$ cat config.mk
export PLATFORM = sky130hd
export DESIGN_NAME = serial_set_duty_cycle_timer
export DESIGN_NICKNAME = d
export VERILOG_FILES = /design/src/sv/ssdct_pkg.sv /design/src/sv/ssdct_fifo.sv /design/src/sv/ssdct_parser.sv /design/src/sv/ssdct_timer.sv /design/src/sv/serial_set_duty_cycle_timer.sv
export SDC_FILE = /design/constraint.sdc
export NUM_CORES = 1
export LEC_CHECK = 0
export BUFFER_PORTS_ARGS = -buffer_cell sky130_fd_sc_hd__buf_2
export CAP_MARGIN = 0
export CELL_PAD_IN_SITES_DETAIL_PLACEMENT = 1
export CELL_PAD_IN_SITES_GLOBAL_PLACEMENT = 2
export CORE_ASPECT_RATIO = 1.75
export CORE_MARGIN = 4
export CORE_UTILIZATION = 44
export CTS_BUF_LIST = sky130_fd_sc_hd__clkbuf_8
export CTS_CLUSTER_DIAMETER = 50
export DETAILED_ROUTE_END_ITERATION = 7
export PLACE_DENSITY_LB_ADDON = 0.1
export SYNTH_ARGS = -nofsm -noshare
export SYNTH_HDL_FRONTEND = slang
export SYNTH_SLANG_ARGS = --single-unit
$ cat constraint.sdc
create_clock -name clk_i -period 5.6 [get_ports clk_i]
set_input_delay 1.68 -clock clk_i [delete_from_list [all_inputs] [get_ports clk_i]]
set_output_delay 1.68 -clock clk_i [all_outputs]
set_load 0.005 [all_outputs]
$ cat src/sv/ssdct_pkg.sv
package ssdct_pkg;

  localparam int unsigned LINE_CAPACITY = 24;
  localparam int unsigned QUEUE_DEPTH = 2;
  localparam int unsigned LINE_COUNT_W = 6;
  localparam int unsigned ACC_W = 17;
  localparam logic [15:0] MAX_DURATION_RESET = 16'd60000;
  localparam logic [15:0] OFF_TIME_RESET = 16'd1000;
  localparam logic [ACC_W-1:0] ACC_SAT = 17'd65536;

  localparam logic [7:0] CHAR_NUL = 8'd0;
  localparam logic [7:0] CHAR_TAB = 8'd9;
  localparam logic [7:0] CHAR_LF = 8'd10;
  localparam logic [7:0] CHAR_CR = 8'd13;
  localparam logic [7:0] CHAR_SPACE = 8'd32;
  localparam logic [7:0] CHAR_PLUS = 8'd43;
  localparam logic [7:0] CHAR_COMMA = 8'd44;
  localparam logic [7:0] CHAR_MINUS = 8'd45;
  localparam logic [7:0] CHAR_ZERO = 8'd48;
  localparam logic [7:0] CHAR_NINE = 8'd57;

  typedef enum logic [2:0] {
    STATUS_NONE      = 3'd0,
    STATUS_APPLIED   = 3'd1,
    STATUS_COMMA_ERR = 3'd2,
    STATUS_VALUE_ERR = 3'd3,
    STATUS_TOO_LONG  = 3'd4
  } status_e;

  typedef enum logic [2:0] {
    PH_LEAD   = 3'd0,
    PH_SIGN   = 3'd1,
    PH_DIGITS = 3'd2,
    PH_TRAIL  = 3'd3,
    PH_BAD    = 3'd4
  } parse_phase_e;

  typedef enum logic [1:0] {
    CMD_TICK  = 2'd0,
    CMD_NOTE  = 2'd1,
    CMD_APPLY = 2'd2
  } cmd_kind_e;

  typedef struct packed {
    logic       mode;
    logic [7:0] char_in;
  } item_t;

  typedef struct packed {
    logic        output_on;
    logic [2:0]  status;
    logic [15:0] on_ms;
    logic [15:0] off_ms;
  } result_t;

  typedef struct packed {
    cmd_kind_e   kind;
    status_e     status;
    logic [15:0] on_ms;
    logic [15:0] off_ms;
  } cmd_t;

endpackage

$ cat src/sv/ssdct_fifo.sv
module ssdct_fifo #(
  parameter int unsigned WIDTH = 8,
  parameter int unsigned DEPTH = 2
) (
  input  logic             clk_i,
  input  logic             rst_ni,
  input  logic             push_i,
  input  logic [WIDTH-1:0] wdata_i,
  input  logic             pop_i,
  output logic [WIDTH-1:0] rdata_o,
  output logic             empty_o,
  output logic             full_o
);

  localparam int unsigned PtrW = (DEPTH > 1) ? $clog2(DEPTH) : 1;
  localparam int unsigned CntW = $clog2(DEPTH + 1);

  logic [WIDTH-1:0] mem_q [DEPTH];
  logic [PtrW-1:0]  wr_ptr_q, wr_ptr_d, rd_ptr_q, rd_ptr_d;
  logic [CntW-1:0]  count_q, count_d;
  logic             do_push, do_pop;

  assign empty_o = (count_q == '0);
  assign full_o = (count_q == CntW'(DEPTH));
  assign do_push = push_i && !full_o;
  assign do_pop = pop_i && !empty_o;
  assign rdata_o = mem_q[rd_ptr_q];

  always_comb begin
    wr_ptr_d = wr_ptr_q;
    rd_ptr_d = rd_ptr_q;
    count_d = count_q;
    if (do_push) begin
      wr_ptr_d = (wr_ptr_q == PtrW'(DEPTH - 1)) ? '0 : wr_ptr_q + PtrW'(1);
    end
    if (do_pop) begin
      rd_ptr_d = (rd_ptr_q == PtrW'(DEPTH - 1)) ? '0 : rd_ptr_q + PtrW'(1);
    end
    if (do_push && !do_pop) begin
      count_d = count_q + CntW'(1);
    end else if (do_pop && !do_push) begin
      count_d = count_q - CntW'(1);
    end
  end

  always_ff @(posedge clk_i or negedge rst_ni) begin
    if (!rst_ni) begin
      wr_ptr_q <= '0;
      rd_ptr_q <= '0;
      count_q <= '0;
    end else begin
      wr_ptr_q <= wr_ptr_d;
      rd_ptr_q <= rd_ptr_d;
      count_q <= count_d;
    end
  end

  always_ff @(posedge clk_i) begin
    if (do_push) begin
      mem_q[wr_ptr_q] <= wdata_i;
    end
  end

endmodule

$ cat src/sv/ssdct_parser.sv
module ssdct_parser #(
  parameter int unsigned LineCapacity = 24
) (
  input  logic             clk_i,
  input  logic             rst_ni,
  input  logic             cfg_we_i,
  input  logic [15:0]      cfg_wdata_i,
  input  logic             valid_i,
  input  ssdct_pkg::item_t item_i,
  output ssdct_pkg::cmd_t  cmd_o
);

  import ssdct_pkg::*;

  logic [15:0]             max_duration_q;
  logic [LINE_COUNT_W-1:0] line_count_q, line_count_d;
  parse_phase_e            phase_q, phase_d;
  logic [1:0]              comma_count_q, comma_count_d;
  logic [ACC_W-1:0]        acc1_q, acc1_d, acc2_q, acc2_d;
  logic                    neg1_q, neg1_d, neg2_q, neg2_d, ok1_q, ok1_d, nul_q, nul_d;

  logic [7:0]       c;
  logic             is_space, is_digit, is_sign, first_field, active;
  logic [ACC_W-1:0] acc_cur, acc_next;
  logic [20:0]      acc_mul;
  logic             fld1_ok, fld2_ok;
  status_e          finish_status;
  logic             too_long, is_eol;

  assign c = item_i.char_in;
  assign is_space = (c == CHAR_SPACE) || ((c >= CHAR_TAB) && (c <= CHAR_CR));
  assign is_digit = (c >= CHAR_ZERO) && (c <= CHAR_NINE);
  assign is_sign = (c == CHAR_PLUS) || (c == CHAR_MINUS);
  assign first_field = (comma_count_q == 2'd0);
  assign active = !nul_q && (comma_count_q < 2'd2);
  assign is_eol = (c == CHAR_CR) || (c == CHAR_LF);
  assign too_long = ({1'b0, line_count_q} + 7'd1) >= 7'(LineCapacity);

  assign acc_cur = first_field ? acc1_q : acc2_q;
  assign acc_mul = {1'b0, acc_cur, 3'b000} + {3'b000, acc_cur, 1'b0} + 21'(c - CHAR_ZERO);
  assign acc_next = (acc_mul > 21'(ACC_SAT)) ? ACC_SAT : acc_mul[ACC_W-1:0];

  assign fld1_ok = ok1_q && !(neg1_q && (acc1_q != '0)) && (acc1_q <= ACC_W'(max_duration_q));
  assign fld2_ok = ((phase_q == PH_DIGITS) || (phase_q == PH_TRAIL))
                   && !(neg2_q && (acc2_q != '0)) && (acc2_q <= ACC_W'(max_duration_q));

  always_comb begin
    if (comma_count_q != 2'd1) begin
      finish_status = STATUS_COMMA_ERR;
    end else if (!fld1_ok || !fld2_ok || ((acc1_q == '0) && (acc2_q == '0))) begin
      finish_status = STATUS_VALUE_ERR;
    end else begin
      finish_status = STATUS_APPLIED;
    end
  end

  // Next state of the field parser for one byte that joins the line.
  always_comb begin
    phase_d = phase_q;
    if (active && (c != CHAR_NUL)) begin
      if (c == CHAR_COMMA) begin
        phase_d = PH_LEAD;
      end else if (is_space) begin
        if (phase_q == PH_SIGN) begin
          phase_d = PH_BAD;
        end else if (phase_q == PH_DIGITS) begin
          phase_d = PH_TRAIL;
        end
      end else if (is_sign) begin
        phase_d = (phase_q == PH_LEAD) ? PH_SIGN : PH_BAD;
      end else if (is_digit) begin
        if ((phase_q == PH_LEAD) || (phase_q == PH_SIGN) || (phase_q == PH_DIGITS)) begin
          phase_d = PH_DIGITS;
        end else begin
          phase_d = PH_BAD;
        end
      end else begin
        phase_d = PH_BAD;
      end
    end
  end

  always_comb begin
    line_count_d = line_count_q;
    comma_count_d = comma_count_q;
    acc1_d = acc1_q;
    acc2_d = acc2_q;
    neg1_d = neg1_q;
    neg2_d = neg2_q;
    ok1_d = ok1_q;
    nul_d = nul_q;
    cmd_o.kind = CMD_NOTE;
    cmd_o.status = STATUS_NONE;
    cmd_o.on_ms = acc1_q[15:0];
    cmd_o.off_ms = acc2_q[15:0];
    if (item_i.mode) begin
      cmd_o.kind = CMD_TICK;
    end else if (is_eol || too_long) begin
      if (too_long && !is_eol) begin
        cmd_o.status = STATUS_TOO_LONG;
      end else if (line_count_q != '0) begin
        cmd_o.status = finish_status;
        if (finish_status == STATUS_APPLIED) begin
          cmd_o.kind = CMD_APPLY;
        end
      end
    end else begin
      line_count_d = line_count_q + LINE_COUNT_W'(1);
      if (active) begin
        if (c == CHAR_NUL) begin
          nul_d = 1'b1;
        end else if (c == CHAR_COMMA) begin
          if (first_field && ((phase_q == PH_DIGITS) || (phase_q == PH_TRAIL))) begin
            ok1_d = 1'b1;
          end
          comma_count_d = comma_count_q + 2'd1;
        end else if (is_sign) begin
          if ((phase_q == PH_LEAD) && (c == CHAR_MINUS)) begin
            if (first_field) begin
              neg1_d = 1'b1;
            end else begin
              neg2_d = 1'b1;
            end
          end
        end else if (is_digit && ((phase_q == PH_LEAD) || (phase_q == PH_SIGN)
                                  || (phase_q == PH_DIGITS))) begin
          if (first_field) begin
            acc1_d = acc_next;
          end else begin
            acc2_d = acc_next;
          end
        end
      end
    end
  end

  always_ff @(posedge clk_i or negedge rst_ni) begin
    if (!rst_ni) begin
      max_duration_q <= MAX_DURATION_RESET;
    end else if (cfg_we_i) begin
      max_duration_q <= cfg_wdata_i;
    end
  end

  always_ff @(posedge clk_i or negedge rst_ni) begin
    if (!rst_ni) begin
      line_count_q <= '0;
      phase_q <= PH_LEAD;
      comma_count_q <= '0;
      acc1_q <= '0;
      acc2_q <= '0;
      neg1_q <= 1'b0;
      neg2_q <= 1'b0;
      ok1_q <= 1'b0;
      nul_q <= 1'b0;
    end else if (valid_i && !item_i.mode) begin
      if (is_eol || too_long) begin
        line_count_q <= '0;
        phase_q <= PH_LEAD;
        comma_count_q <= '0;
        acc1_q <= '0;
        acc2_q <= '0;
        neg1_q <= 1'b0;
        neg2_q <= 1'b0;
        ok1_q <= 1'b0;
        nul_q <= 1'b0;
      end else begin
        line_count_q <= line_count_d;
        phase_q <= phase_d;
        comma_count_q <= comma_count_d;
        acc1_q <= acc1_d;
        acc2_q <= acc2_d;
        neg1_q <= neg1_d;
        neg2_q <= neg2_d;
        ok1_q <= ok1_d;
        nul_q <= nul_d;
      end
    end
  end

endmodule

$ cat src/sv/ssdct_timer.sv
module ssdct_timer (
  input  logic                clk_i,
  input  logic                rst_ni,
  input  logic                valid_i,
  input  ssdct_pkg::cmd_t     cmd_i,
  output ssdct_pkg::result_t  result_o
);

  import ssdct_pkg::*;

  logic [15:0] on_q, on_d, off_q, off_d, elapsed_q, elapsed_d, elapsed_inc, active;
  logic        drive_q, drive_d;
  status_e     status;

  assign elapsed_inc = (elapsed_q != 16'hFFFF) ? elapsed_q + 16'd1 : elapsed_q;
  assign active = drive_q ? on_q : off_q;

  always_comb begin
    on_d = on_q;
    off_d = off_q;
    elapsed_d = elapsed_q;
    drive_d = drive_q;
    status = cmd_i.status;
    case (cmd_i.kind)
      CMD_TICK: begin
        status = STATUS_NONE;
        elapsed_d = elapsed_inc;
        if (on_q == '0) begin
          drive_d = 1'b0;
        end else if (off_q == '0) begin
          drive_d = 1'b1;
        end else if (elapsed_inc >= active) begin
          elapsed_d = '0;
          drive_d = !drive_q;
        end
      end
      CMD_APPLY: begin
        on_d = cmd_i.on_ms;
        off_d = cmd_i.off_ms;
        elapsed_d = '0;
        drive_d = (cmd_i.on_ms != '0);
      end
      default: begin
      end
    endcase
    result_o.output_on = drive_d;
    result_o.status = status;
    result_o.on_ms = on_d;
    result_o.off_ms = off_d;
  end

  always_ff @(posedge clk_i or negedge rst_ni) begin
    if (!rst_ni) begin
      on_q <= '0;
      off_q <= OFF_TIME_RESET;
      elapsed_q <= '0;
      drive_q <= 1'b0;
    end else if (valid_i) begin
      on_q <= on_d;
      off_q <= off_d;
      elapsed_q <= elapsed_d;
      drive_q <= drive_d;
    end
  end

endmodule

$ cat src/sv/serial_set_duty_cycle_timer.sv
// Duty-cycle timer for a heater output, set by "ON,OFF" text lines over a serial
// link and paced by one-millisecond ticks. Each accepted transaction (a byte or
// a tick) yields exactly one result, in order, carrying the drive level, the
// line status and the current durations. One transaction is accepted per clock
// cycle while the command queue is not full: a parser front end combinationally
// classifies each byte or tick into a command, a command queue of QueueDepth
// entries holds it, and the timer back end executes one command per cycle, while
// the result queue is not full, into a result queue of the same depth. Results
// leave through the result queue, and full rises only when the command queue is
// full because results are not popped.
module serial_set_duty_cycle_timer #(
  parameter int unsigned LineCapacity = ssdct_pkg::LINE_CAPACITY,
  parameter int unsigned QueueDepth = ssdct_pkg::QUEUE_DEPTH
) (
  input  logic               clk_i,
  input  logic               rst_ni,
  input  logic               cfg_we_i,
  input  logic [15:0]        cfg_wdata_i,
  input  logic               push,
  output logic               full,
  input  ssdct_pkg::item_t   item_i,
  input  logic               pop,
  output logic               empty,
  output ssdct_pkg::result_t result_o
);

  import ssdct_pkg::*;

  cmd_t    cmd_in, cmd_out;
  result_t timer_result;
  logic    cmd_empty, cmd_full, res_full, cmd_pop, accept;

  assign full = cmd_full;
  assign accept = push && !cmd_full;
  assign cmd_pop = !cmd_empty && !res_full;

  ssdct_parser #(
    .LineCapacity(LineCapacity)
  ) u_parser (
    .clk_i      (clk_i),
    .rst_ni     (rst_ni),
    .cfg_we_i   (cfg_we_i),
    .cfg_wdata_i(cfg_wdata_i),
    .valid_i    (accept),
    .item_i     (item_i),
    .cmd_o      (cmd_in)
  );

  ssdct_fifo #(
    .WIDTH($bits(cmd_t)),
    .DEPTH(QueueDepth)
  ) u_cmd_fifo (
    .clk_i  (clk_i),
    .rst_ni (rst_ni),
    .push_i (accept),
    .wdata_i(cmd_in),
    .pop_i  (cmd_pop),
    .rdata_o(cmd_out),
    .empty_o(cmd_empty),
    .full_o (cmd_full)
  );

  ssdct_timer u_timer (
    .clk_i   (clk_i),
    .rst_ni  (rst_ni),
    .valid_i (cmd_pop),
    .cmd_i   (cmd_out),
    .result_o(timer_result)
  );

  ssdct_fifo #(
    .WIDTH($bits(result_t)),
    .DEPTH(QueueDepth)
  ) u_res_fifo (
    .clk_i  (clk_i),
    .rst_ni (rst_ni),
    .push_i (cmd_pop),
    .wdata_i(timer_result),
    .pop_i  (pop),
    .rdata_o(result_o),
    .empty_o(empty),
    .full_o (res_full)
  );

endmodule

# [Word level (Yosys, flattened, before mapping)]
# Memory sizes are Yosys's and may differ from the RTL's.
# Cells that the tools add are included.
[word_totals] regBits=122 ramBits=146 input_bits=30 output_inout_bits=38 wordCells=251 memories=2
[op_classes] add_sub_neg=15 n_lt_le_gt_ge=10 n_eq_ne=21 mux=95 n_reduce_logical=88
[memory_table] name="u_cmd_fifo.mem_q" words=2 width=37 rd=1 rd_ports_with_merged_regs=0 wr=1 line_no="ssdct_fifo.sv:18" text="logic [WIDTH-1:0] mem_q [DEPTH];"
[memory_table] name="u_res_fifo.mem_q" words=2 width=36 rd=1 rd_ports_with_merged_regs=0 wr=1 line_no="ssdct_fifo.sv:18"
[ops] operator="2-to-1 mux 17 bit" count=18
[ops] operator="2-to-1 mux 16 bit" count=7
[ops] operator="2-to-1 mux 3 bit" count=13
[ops] operator="2-to-1 mux 1 bit" count=37
[ops] operator="<= comparator 17 x 16 -> 1 bit" count=2
[ops] operator="logical NOT 17 bit" count=2
[ops] operator="nonzero test 17 bit" count=2
[ops] operator="equality test 8 x 6 -> 1 bit (second input constant)" count=4
[ops] operator="logical NOT 16 bit" count=2
[ops] operator="one-hot mux 16 bit (2 select lines)" count=1
[ops] operator="AND reduction 8 bit" count=4
[ops] operator="2-to-1 mux 2 bit" count=14
[ops] operator="logical AND 1 bit" count=26
[ops] operator="nonzero test 2 bit" count=12
[ops] operator="adder 20 x 18 -> 21 bit" count=1
[ops] operator="adder 21 bit" count=1
[ops] operator="greater-than comparator 21 x 17 -> 1 bit (second input constant)" count=1
[ops] operator="adder 16 x 1 -> 16 bit (second input constant)" count=1
[ops] operator="equality test 8 x 4 -> 1 bit (second input constant)" count=2
[ops] operator="greater-or-equal comparator 16 bit" count=1
[ops] operator="logical NOT 1 bit" count=16
[ops] operator="inequality test 16 bit (second input constant)" count=1
[ops] operator="nonzero test 16 bit" count=1
[ops] operator="2-to-1 mux 6 bit" count=2
[ops] operator="other kinds (32)" count=58

# [Depth between registers and ports, before layout]
# Gate-level depths: netlist of the first run.
[logic_depth] word_depth=16 ltp_mapped=18 depth_no_buf=16

# [Cells and area by module]
# From an unflattened synthesis of the first run, not the netlist that was laid out.
[hier_totals] cells_unflattened=1275 area_unflattened_um2=15290.9
[modules_own_cells] mod="ssdct_parser" n_inst=1 cells_each=699 area_each_um2=6033.3 seq_area_each_um2=1635.3
[modules_own_cells] mod="ssdct_timer" n_inst=1 cells_each=309 area_each_um2=3347.0 seq_area_each_um2=1233.7
[modules_own_cells] mod="ssdct_fifo at u_cmd_fifo" n_inst=1 cells_each=134 area_each_um2=2949.1 seq_area_each_um2=2322.2
[modules_own_cells] mod="ssdct_fifo at u_res_fifo" n_inst=1 cells_each=131 area_each_um2=2944.1 seq_area_each_um2=2262.2
[modules_own_cells] mod="serial_set_duty_cycle_timer" n_inst=1 cells_each=2 area_each_um2=17.5 seq_area_each_um2=0.0

# [Worst setup path after synthesis of the first run]
# Ideal clock, no wire load.
[synth_path] path_type="input to register" from="input port item_i[4] (netlist bit)" to="register u_parser.acc1_q[8]" setup_time_ns=0.083 arrival_time_ns=5.414 required_ns=5.517 slack_ns=0.103 cell_stages=14 n_path_buf=1 path_cell_list="ha_1 -> or3_1 -> inv_1 -> fa_1 -> ha_1 -> a21oi_1 -> o21ai_0 -> a221oi_1 -> xnor2_1 -> o21ai_0 -> o31ai_1 -> nand3b_1 -> buf_2 -> o21ai_0"
[synth_between] elab_chain_cells=12 elab_cells_between_ends=33 cone_classes="add/sub: 2; order compare: 3; eq/ne: 9; mux: 9; reduce/logical: 10"
[synth_lines] item="start: declaration" line_no="serial_set_duty_cycle_timer.sv:21" text="input ssdct_pkg::item_t item_i,"
[synth_lines] item="subtractor 8 x 6 -> 9 bit" line_no="ssdct_parser.sv:40" text="assign acc_mul = {1'b0, acc_cur, 3'b000} + {3'b000, acc_cur, 1'b0} + 21'(c - CHAR_ZERO);"
[synth_lines] item="adder 21 bit" line_no="ssdct_parser.sv:40"
[synth_lines] item="greater-than comparator 21 x 17 -> 1 bit" line_no="ssdct_parser.sv:41" text="assign acc_next = (acc_mul > 21'(ACC_SAT)) ? ACC_SAT : acc_mul[ACC_W-1:0];"
[synth_lines] item="2-to-1 mux 17 bit" line_no="ssdct_parser.sv:41"
[synth_lines] item="2-to-1 mux 17 bit" line_no="ssdct_parser.sv:127" text="if (first_field) begin"
[synth_lines] item="2-to-1 mux 17 bit" line_no="ssdct_parser.sv:125" text="end else if (is_digit && ((phase_q == PH_LEAD) || (phase_q == PH_SIGN)"
[synth_lines] item="2-to-1 mux 17 bit" line_no="ssdct_parser.sv:117" text="end else if (is_sign) begin"
[synth_lines] item="2-to-1 mux 17 bit" line_no="ssdct_parser.sv:112" text="end else if (c == CHAR_COMMA) begin"
[synth_lines] item="2-to-1 mux 17 bit" line_no="ssdct_parser.sv:110" text="if (c == CHAR_NUL) begin"
[synth_lines] item="2-to-1 mux 17 bit" line_no="ssdct_parser.sv:109" text="if (active) begin"
[synth_lines] item="2-to-1 mux 17 bit" line_no="ssdct_parser.sv:96" text="if (item_i.mode) begin"
[synth_lines] item="2-to-1 mux 17 bit" line_no="ssdct_parser.sv:157" text="if (is_eol || too_long) begin"
[synth_lines] item="end signal: assignment" line_no="ssdct_parser.sv:150" text="acc1_q <= '0;"
[synth_lines] item="end signal: assignment" line_no="ssdct_parser.sv:161" text="acc1_q <= '0;"
[synth_lines] item="end signal: assignment" line_no="ssdct_parser.sv:171" text="acc1_q <= acc1_d;"
[synth_lines] item="end: declaration" line_no="ssdct_parser.sv:19" text="logic [ACC_W-1:0] acc1_q, acc1_d, acc2_q, acc2_d;"
# Several ways; a longest one is shown, not always the timed one. The select of a mux whose other input is x is not followed.
# A chain may end at the register's enable or synchronous reset.

# [Worst setup path after layout of the first run]
[layout_path] from="input port item_i[4] (netlist bit)" to="register u_parser.acc2_q[12]"
[layout_between] elab_chain_cells=12 elab_cells_between_ends=33 cone_classes="add/sub: 2; order compare: 3; eq/ne: 10; mux: 9; reduce/logical: 9"
[layout_lines] item="subtractor 8 x 6 -> 9 bit" line_no="ssdct_parser.sv:40"
[layout_lines] item="adder 21 bit" line_no="ssdct_parser.sv:40"
[layout_lines] item="greater-than comparator 21 x 17 -> 1 bit" line_no="ssdct_parser.sv:41"
[layout_lines] item="2-to-1 mux 17 bit" line_no="ssdct_parser.sv:41"
[layout_lines] item="2-to-1 mux 17 bit" line_no="ssdct_parser.sv:127"
[layout_lines] item="2-to-1 mux 17 bit" line_no="ssdct_parser.sv:125"
[layout_lines] item="2-to-1 mux 17 bit" line_no="ssdct_parser.sv:117"
[layout_lines] item="2-to-1 mux 17 bit" line_no="ssdct_parser.sv:112"
[layout_lines] item="2-to-1 mux 17 bit" line_no="ssdct_parser.sv:110"
[layout_lines] item="2-to-1 mux 17 bit" line_no="ssdct_parser.sv:109"
[layout_lines] item="2-to-1 mux 17 bit" line_no="ssdct_parser.sv:96"
[layout_lines] item="2-to-1 mux 17 bit" line_no="ssdct_parser.sv:157"
[layout_lines] item="end signal: assignment" line_no="ssdct_parser.sv:151" text="acc2_q <= '0;"
[layout_lines] item="end signal: assignment" line_no="ssdct_parser.sv:162" text="acc2_q <= '0;"
[layout_lines] item="end signal: assignment" line_no="ssdct_parser.sv:172" text="acc2_q <= acc2_d;"
[layout_lines] item="end: declaration" line_no="ssdct_parser.sv:19"
# Several ways; a longest one is shown, not always the timed one. The select of a mux whose other input is x is not followed.

==> results.json, run 1 <==
{
  "synth_area_per_cell_um2": 11.6,
  "dp_hpwl_um": 30700,
  "setup_viol": 0,
  "routed_wirelength_um": 39600,
  "outcome": "completed",
  "cap_violations": 0,
  "slew_viol_final": 0,
  "timing.rr.end": "u_parser.acc2_q[12]$_DFFE_PN0P_",
  "fp.dieH_um": 246,
  "netlist_area_um2": 14300,
  "cts.sinks": 268,
  "synth_edf_count": 146,
  "min_path_type": "reg2reg",
  "rsz0062_at_grt": "no",
  "area_growth_pct": 13.3,
  "r2r_start": "u_parser.comma_count_q[1]$_DFFE_PN0P_",
  "die_width_um": 144,
  "grt_pass1_wl_um": 61600,
  "io_pins": 68,
  "fin_cells": 1782,
  "slew_headroom_pct": 23.3,
  "crit_arrival_ps": 5560,
  "critPathMaxStageDelay_ps": 410,
  "worst_slew_pin_slew_ps": 1150,
  "clk_pin_slew_ps": 70,
  "dieArea_um2": 35500,
  "via_per_inst": 5.77,
  "antenna_found_initial": 1,
  "critPathSlowestCell": "o21ai_0",
  "period_minus_slack_ps": 5130,
  "post-route-period-util_pct": 91.7,
  "drtPass1Iterations": 5,
  "synth-seq-cells": 268,
  "cts_resized": 0,
  "cts_tree": "built",
  "post_cts_buffers": 0,
  "power.total_w": 0.00959,
  "p_leak_nw": 6.87,
  "clock_tree.buffer_depth": 3,
  "whs_endpoint": "u_parser.nul_q$_DFFE_PN0P_",
  "vias": 10300,
  "portBuffers": 67,
  "h-tree-depth": 2,
  "startpoint": "item_i[4]",
  "drc": 0,
  "drive_above_1_share_pct": 21.2,
  "hold_buffers": 0,
  "cts_made_buffers": 39,
  "seq_area_frac_synth_pct": 52.1,
  "yosysWarnings": 0,
  "gp_congestion": 0.887,
  "antenna_left": 0,
  "wire_per_inst_um": 22.2,
  "critPathKind": "in2reg",
  "p_per_area_nw_per_um2": 592,
  "ys_top_cells_by_area": "edfxtp_1 31%, dfrtp_1 19%, ha_1 7.1%",
  "synth_cell_types": 67,
  "fin_skew_ps": 21.1,
  "irDropWorstVdd_v": 0.000287,
  "cp-end-kind": "flop",
  "grt_max_degree": 74,
  "drt-initial-drc-count": 393,
  "syn_inst": 1235,
  "async_flop_share_pct": 45.5,
  "hold_violations": 0,
  "yosys.area.top_type_share_pct": 30.7,
  "synth_ff_type": "edfxtp_1",
  "max_freq_mhz": 195,
  "r2r_slack_ps": 930,
  "coreArea_um2": 32100,
  "critPathMaxFanout": 14,
  "layout.nets": 1477,
  "crit_chain": "buf_2 > ha_1 > or3_1 > inv_1 > buf_12 > fa_1 > ha_1 > a21oi_1 > nand4b_1 > o21ai_0 > buf_4 > nand2_1 > buf_4 > xor2_1 > o31ai_1 > nand3b_1 > buf_12 > o21ai_0",
  "r2r_cells": 17,
  "hp-start": "u_parser.nul_q$_DFFE_PN0P_",
  "crit_required_ps": 6030,
  "start_kind": "primary input",
  "hold_depth": 2,
  "start_util_pct": 44.5,
  "core.rowCount": 87,
  "place_inst": 1709,
  "gr-total-overflow": 0,
  "grt_pass1_vias": 11000,
  "syn_nets": 1362,
  "clock_latency_ps": 570,
  "clock-root-buffer": "clkbuf_8",
  "synth_top_cell_by_area": "edfxtp_1",
  "grtUsageTotal_pct": 22.5
}
synthesized netlist by cell type (all sizes together), types with 7 or more instances:
master and instances:
and2 9, inv 54, xnor2 26, a211oi 10, xor2 8, nor4 25, o21a 7, buf 9
a22o 16, fa 16, ha 81, nand4 19, a21o 17, and4 8, nand2 96, edfxtp 146
dfstp 13, o31ai 10, mux2 86, a31oi 7, nand3 20, nor2b 12, clkbuf 29, mux2i 58
dfrtp 109, nor3 18, a21oi 78, o21ai 79, nor2 93
area by class of cell:
type	count	area, um^2
repair buffers	112	713
diodes	1	2.50
clock inverters	29	214
well taps	400	500
fillers	3474	15900
flip-flops and latches	268	7450
multi-input cells	875	6510
clock buffers	43	592
inverters	54	203
kinds of logic (layout without fill, tap and decap cells):
family / after synthesis / in the layout / synth area share (%)
simple gates: 337 / 337 / 11.7
flops: 268 / 268 / 52.1
compound gates: 263 / 263 / 11.5
mux: 144 / 144 / 10.8
fa+ha+maj: 97 / 97 / 9.33
buf+inv: 92 / 238 / 2.44
xor+xnor: 34 / 34 / 2.08
other cells: 0 / 1 / 0
metrics by stage:
step           setup slack [ps]  utilization [%]  cell area [um^2]  setup TNS, ps  hold WS, ps
2_1_floorplan               103                -             14300              0          460
3_3_place_gp              -27.2             47.9             15400           -246          477
3_5_place_dp               -117             47.9             15400          -2610          504
4_1_cts                     508             50.4             16200              0          518
5_1_grt                     291             50.4             16200              0          539
6_report                    466             50.4             16200              0          514
flip-flops by register name (all words and copies together) (netlist names):
signal	cells
u_parser.ok1_q	1
u_timer.on_q	16
u_parser.acc2_q	17
u_parser.neg2_q	1
u_cmd_fifo.wr_ptr_q	1
u_parser.max_duration_q	16
u_cmd_fifo.rd_ptr_q	1
u_parser.nul_q	1
u_timer.elapsed_q	16
u_timer.off_q	16
u_timer.drive_q	1
u_res_fifo.count_q	2
u_parser.acc1_q	17
u_parser.comma_count_q	2
u_parser.line_count_q	6
u_parser.neg1_q	1
u_parser.phase_q	3
u_cmd_fifo.mem_q	74
u_res_fifo.mem_q	72
u_res_fifo.wr_ptr_q	1
u_cmd_fifo.count_q	2
u_res_fifo.rd_ptr_q	1
how the worst max path moves through the flow:
| stage | to | slack, ps | depth (start not counted) |
|---|---|---|---|
| finish | u_parser.acc2_q[12]$_DFFE_PN0P_ | 470 | 18 |
| global placement | u_parser.acc2_q[14]$_DFFE_PN0P_ | -30 | 18 |
| CTS | u_parser.acc1_q[1]$_DFFE_PN0P_ | 510 | 18 |
| global route | u_parser.acc1_q[1]$_DFFE_PN0P_ | 290 | 18 |
| floorplan | u_parser.acc1_q[8]$_DFFE_PN0P_ | 100 | 14 |
| detailed placement | u_parser.acc1_q[1]$_DFFE_PN0P_ | -120 | 18 |
critical path, delay by kind of cell:
family,cells,cell delay (ps)
adder cells (fa/ha/maj),3,920
XOR/XNOR,1,300
AND/OR/NAND/NOR,4,810
AO/OA/AOI/OAI,4,920
buffers and inverters,6,900
cells in the final DEF (no fill, tap or decap), drive strengths merged, types with 5 or more instances in the layout:
| master | Yosys | layout |
|---|---|---|
| a211oi | 10 | 10 |
| nand4 | 19 | 19 |
| a31oi | 7 | 7 |
| mux2i | 58 | 58 |
| mux2 | 86 | 86 |
| inv | 54 | 63 |
| nand3 | 20 | 20 |
| buf | 9 | 112 |
| nor3 | 18 | 18 |
| o21ai | 79 | 79 |
| dfstp | 13 | 13 |
| xor2 | 8 | 8 |
| a21o | 17 | 17 |
| ha | 81 | 81 |
| o31ai | 10 | 10 |
| and2 | 9 | 9 |
| a22o | 16 | 16 |
| dfrtp | 109 | 109 |
| and4 | 8 | 8 |
| or4 | 5 | 5 |
| nand3b | 6 | 6 |
| a21oi | 78 | 78 |
| nor2b | 12 | 12 |
| edfxtp | 146 | 146 |
| nor2 | 93 | 93 |
| clkbuf | 29 | 43 |
| fa | 16 | 16 |
| clkinv | 0 | 13 |
| nor4 | 25 | 25 |
| o211ai | 6 | 6 |
| xnor2 | 26 | 26 |
| o21a | 7 | 7 |
| nand2b | 6 | 6 |
| nand2 | 96 | 96 |
| or3 | 6 | 6 |
power breakdown:
group / switching (W) / leakage, nW / internal [W] / total (W)
combinational: 0.00244 / 3.52 / 0.00178 / 0.00422
sequential: 0.000636 / 2.91 / 0.00311 / 0.00374
clock: 0.000775 / 0.442 / 0.000854 / 0.00163
total: 0.00385 / 6.87 / 0.00574 / 0.00959
layer usage:
layer  global-route usage, %  vias up  part of all wire, %  wire, um
li1                        -     4821                    -         -
met1                    22.3     5184                   35     13700
met5                       0        -                    0         0
met2                    45.7      181                   59     23200
met3                    2.47       94                  2.6      1030
met4                    9.28        0                  3.9      1550
Power figures use the tool's default switching activity.
==> inputs of run 2 (changes only) <==
--- a/config.mk
+++ b/config.mk
@@ -15,7 +15,7 @@
 export CTS_BUF_LIST = sky130_fd_sc_hd__clkbuf_8
 export CTS_CLUSTER_DIAMETER = 50
 export DETAILED_ROUTE_END_ITERATION = 7
-export PLACE_DENSITY_LB_ADDON = 0.1
+export PLACE_DENSITY_LB_ADDON = 0.2
 export SYNTH_ARGS = -nofsm -noshare
 export SYNTH_HDL_FRONTEND = slang
 export SYNTH_SLANG_ARGS = --single-unit
==> results.json, run 2 (synthesis results as in run 1) <==
{
  "slew_headroom_pct": 19.5,
  "vias": 10100,
  "cp_num_buf_inv": 4,
  "post-route-period-util_pct": 90.4,
  "antenna_found_initial": 1,
  "clock_latency_ps": 530,
  "hold_ws_ps": 516,
  "outcome": "completed",
  "die_width_um": 144,
  "dieArea_um2": 35500,
  "antenna_left": 0,
  "max_freq_mhz": 198,
  "post_cts_buffers": 0,
  "rsz0062_at_grt": "no",
  "layout.nets": 1469,
  "clock_tree.buffer_depth": 3,
  "cp_top_family": "compound AO/OA/AOI/OAI gates",
  "grt_pass1_vias": 10900,
  "worst_slew_pin_slew_ps": 1210,
  "combPwrFrac_pct": 44.1,
  "drtPass1Iterations": 4,
  "crit_arrival_ps": 5490,
  "grt_pass1_wl_um": 60300,
  "place_ws_ps": -36.6,
  "fin_ws_ps": 540,
  "cp-end-kind": "flop",
  "critPathKind": "in2reg",
  "tns_ps": 0,
  "r2r_start": "u_parser.comma_count_q[1]$_DFFE_PN0P_",
  "portBuffers": 67,
  "routed_wirelength_um": 38800,
  "period_minus_slack_ps": 5060,
  "irDropWorstVdd_v": 0.000236,
  "hold_violations": 0,
  "p_per_area_nw_per_um2": 585,
  "start_kind": "primary input",
  "fillers": 3448,
  "h-tree-depth": 2,
  "critPathMaxStageDelay_ps": 410,
  "hp-start": "u_parser.nul_q$_DFFE_PN0P_",
  "area_growth_pct": 12.3,
  "cts.sinks": 268,
  "via_per_inst": 5.71,
  "setup_viol": 0,
  "whs_endpoint": "u_parser.nul_q$_DFFE_PN0P_",
  "power_frac_seq_pct": 39.7,
  "clock-root-buffer": "clkbuf_8",
  "critPathSlowestCell": "fa_1",
  "critPathMaxFanout": 14,
  "r2r_cells": 17,
  "largest_register": "u_cmd_fifo.mem_q",
  "r2r_slack_ps": 870,
  "crit_chain": "buf_2 > ha_1 > or3_1 > inv_1 > fa_1 > ha_1 > a21oi_1 > o21ai_0 > a221oi_1 > buf_4 > xnor2_1 > o21ai_0 > o31ai_1 > nand3b_1 > buf_4 > o21ai_0",
  "cts_made_buffers": 39,
  "min_path_type": "reg2reg",
  "grt_max_degree": 75,
  "largest_reg_flops": 74,
  "slew_viol_final": 0,
  "wire_per_inst_um": 21.9,
  "fp.dieH_um": 246,
  "switchingPower_w": 0.00376,
  "io_pins": 68,
  "gr-total-overflow": 0,
  "core.rowCount": 87,
  "cts_tree": "built",
  "crit_required_ps": 6030,
  "drive_above_1_share_pct": 19.9,
  "drc": 0,
  "regArea_um2": 7450,
  "coreArea_um2": 32100,
  "gp_congestion": 0.905,
  "hold_depth": 2,
  "reg.largest.list": "u_cmd_fifo.mem_q (74), u_res_fifo.mem_q (72)",
  "cts_resized": 0,
  "intPower_w": 0.00563,
  "final_util_pct": 50.0,
  "cap_violations": 0,
  "clk_pin_slew_ps": 70,
  "mostFrequentLayoutCell": "edfxtp_1",
  "fin_skew_ps": 21.8,
  "p_leak_nw": 6.82,
  "hold_buffers": 0,
  "drt-initial-drc-count": 368,
  "swShare_pct": 40.0,
  "multi_input_area_um2": 6510,
  "timing.rr.end": "u_parser.acc2_q[0]$_DFFE_PN0P_",
  "grtUsageTotal_pct": 22.0,
  "path_common_cell": "o21ai_0",
  "dp_hpwl_um": 30100,
  "final_cell_mix": "146 x edfxtp_1, 108 x dfrtp_1, 96 x nand2_1",
  "start_util_pct": 44.5,
  "p_clk_share_pct": 16.1
}
==> run 2: layer usage <==
layer  GRT usage (%)  vias to the layer above  share of wire, %
met1            22.4                     5079                35
met2            43.3                      157                58
met4            10.8                        0               5.3
li1                -                     4795                 -
met5               0                        -                 0
met3            2.21                       86               2.1
==> run 2: power groups by stage <==
stage                     registers, W  clock network (W)  logic [W]
after floorplan                0.00345                  0    0.00288
after global placement         0.00371                  0    0.00405
after detailed placement       0.00377                  0    0.00420
after CTS                      0.00373            0.00156    0.00422
after global routing           0.00381            0.00165    0.00462
final                          0.00373            0.00151    0.00414
==> run 2: metrics by stage <==
step | cells | power [W] | cell area [um^2]
6_report | 1772 | 0.00939 | 16100
5_1_grt | 1772 | 0.0101 | 16100
4_1_cts | 1771 | 0.00952 | 16100
3_5_place_dp | 1701 | 0.00797 | 15300
3_3_place_gp | 1701 | 0.00777 | 15300
2_1_floorplan | 1235 | 0.00633 | 14300
==> run 2: worst min-delay path, delay by kind of cell (launching register included) <==
kind             cells  cell delay [ps]
flip-flops           1              350
AND/OR/NAND/NOR      1               80
AO/OA/AOI/OAI        1               50
==> run 2: layout make-up <==
type | count | area share, %
diodes | 1 | 0.0156
clock buffers | 41 | 3.51
clock inverters | 29 | 1.09
inverters | 54 | 1.26
multi-input cells | 875 | 40.6
flip-flops and latches | 268 | 46.4
well taps | 400 | 3.12
repair buffers | 104 | 3.99
==> run 2: how the worst max path moves through the flow <==
stage | depth (start not counted) | from | to | slack, ps
detailed placement | 16 | item_i[4] | u_parser.acc2_q[0]$_DFFE_PN0P_ | -40
global placement | 16 | item_i[4] | u_parser.acc2_q[14]$_DFFE_PN0P_ | 110
floorplan | 14 | item_i[4] | u_parser.acc1_q[8]$_DFFE_PN0P_ | 100
global route | 16 | item_i[4] | u_parser.acc2_q[0]$_DFFE_PN0P_ | 290
finish | 16 | item_i[4] | u_parser.acc2_q[0]$_DFFE_PN0P_ | 540
CTS | 16 | item_i[4] | u_parser.acc2_q[0]$_DFFE_PN0P_ | 520
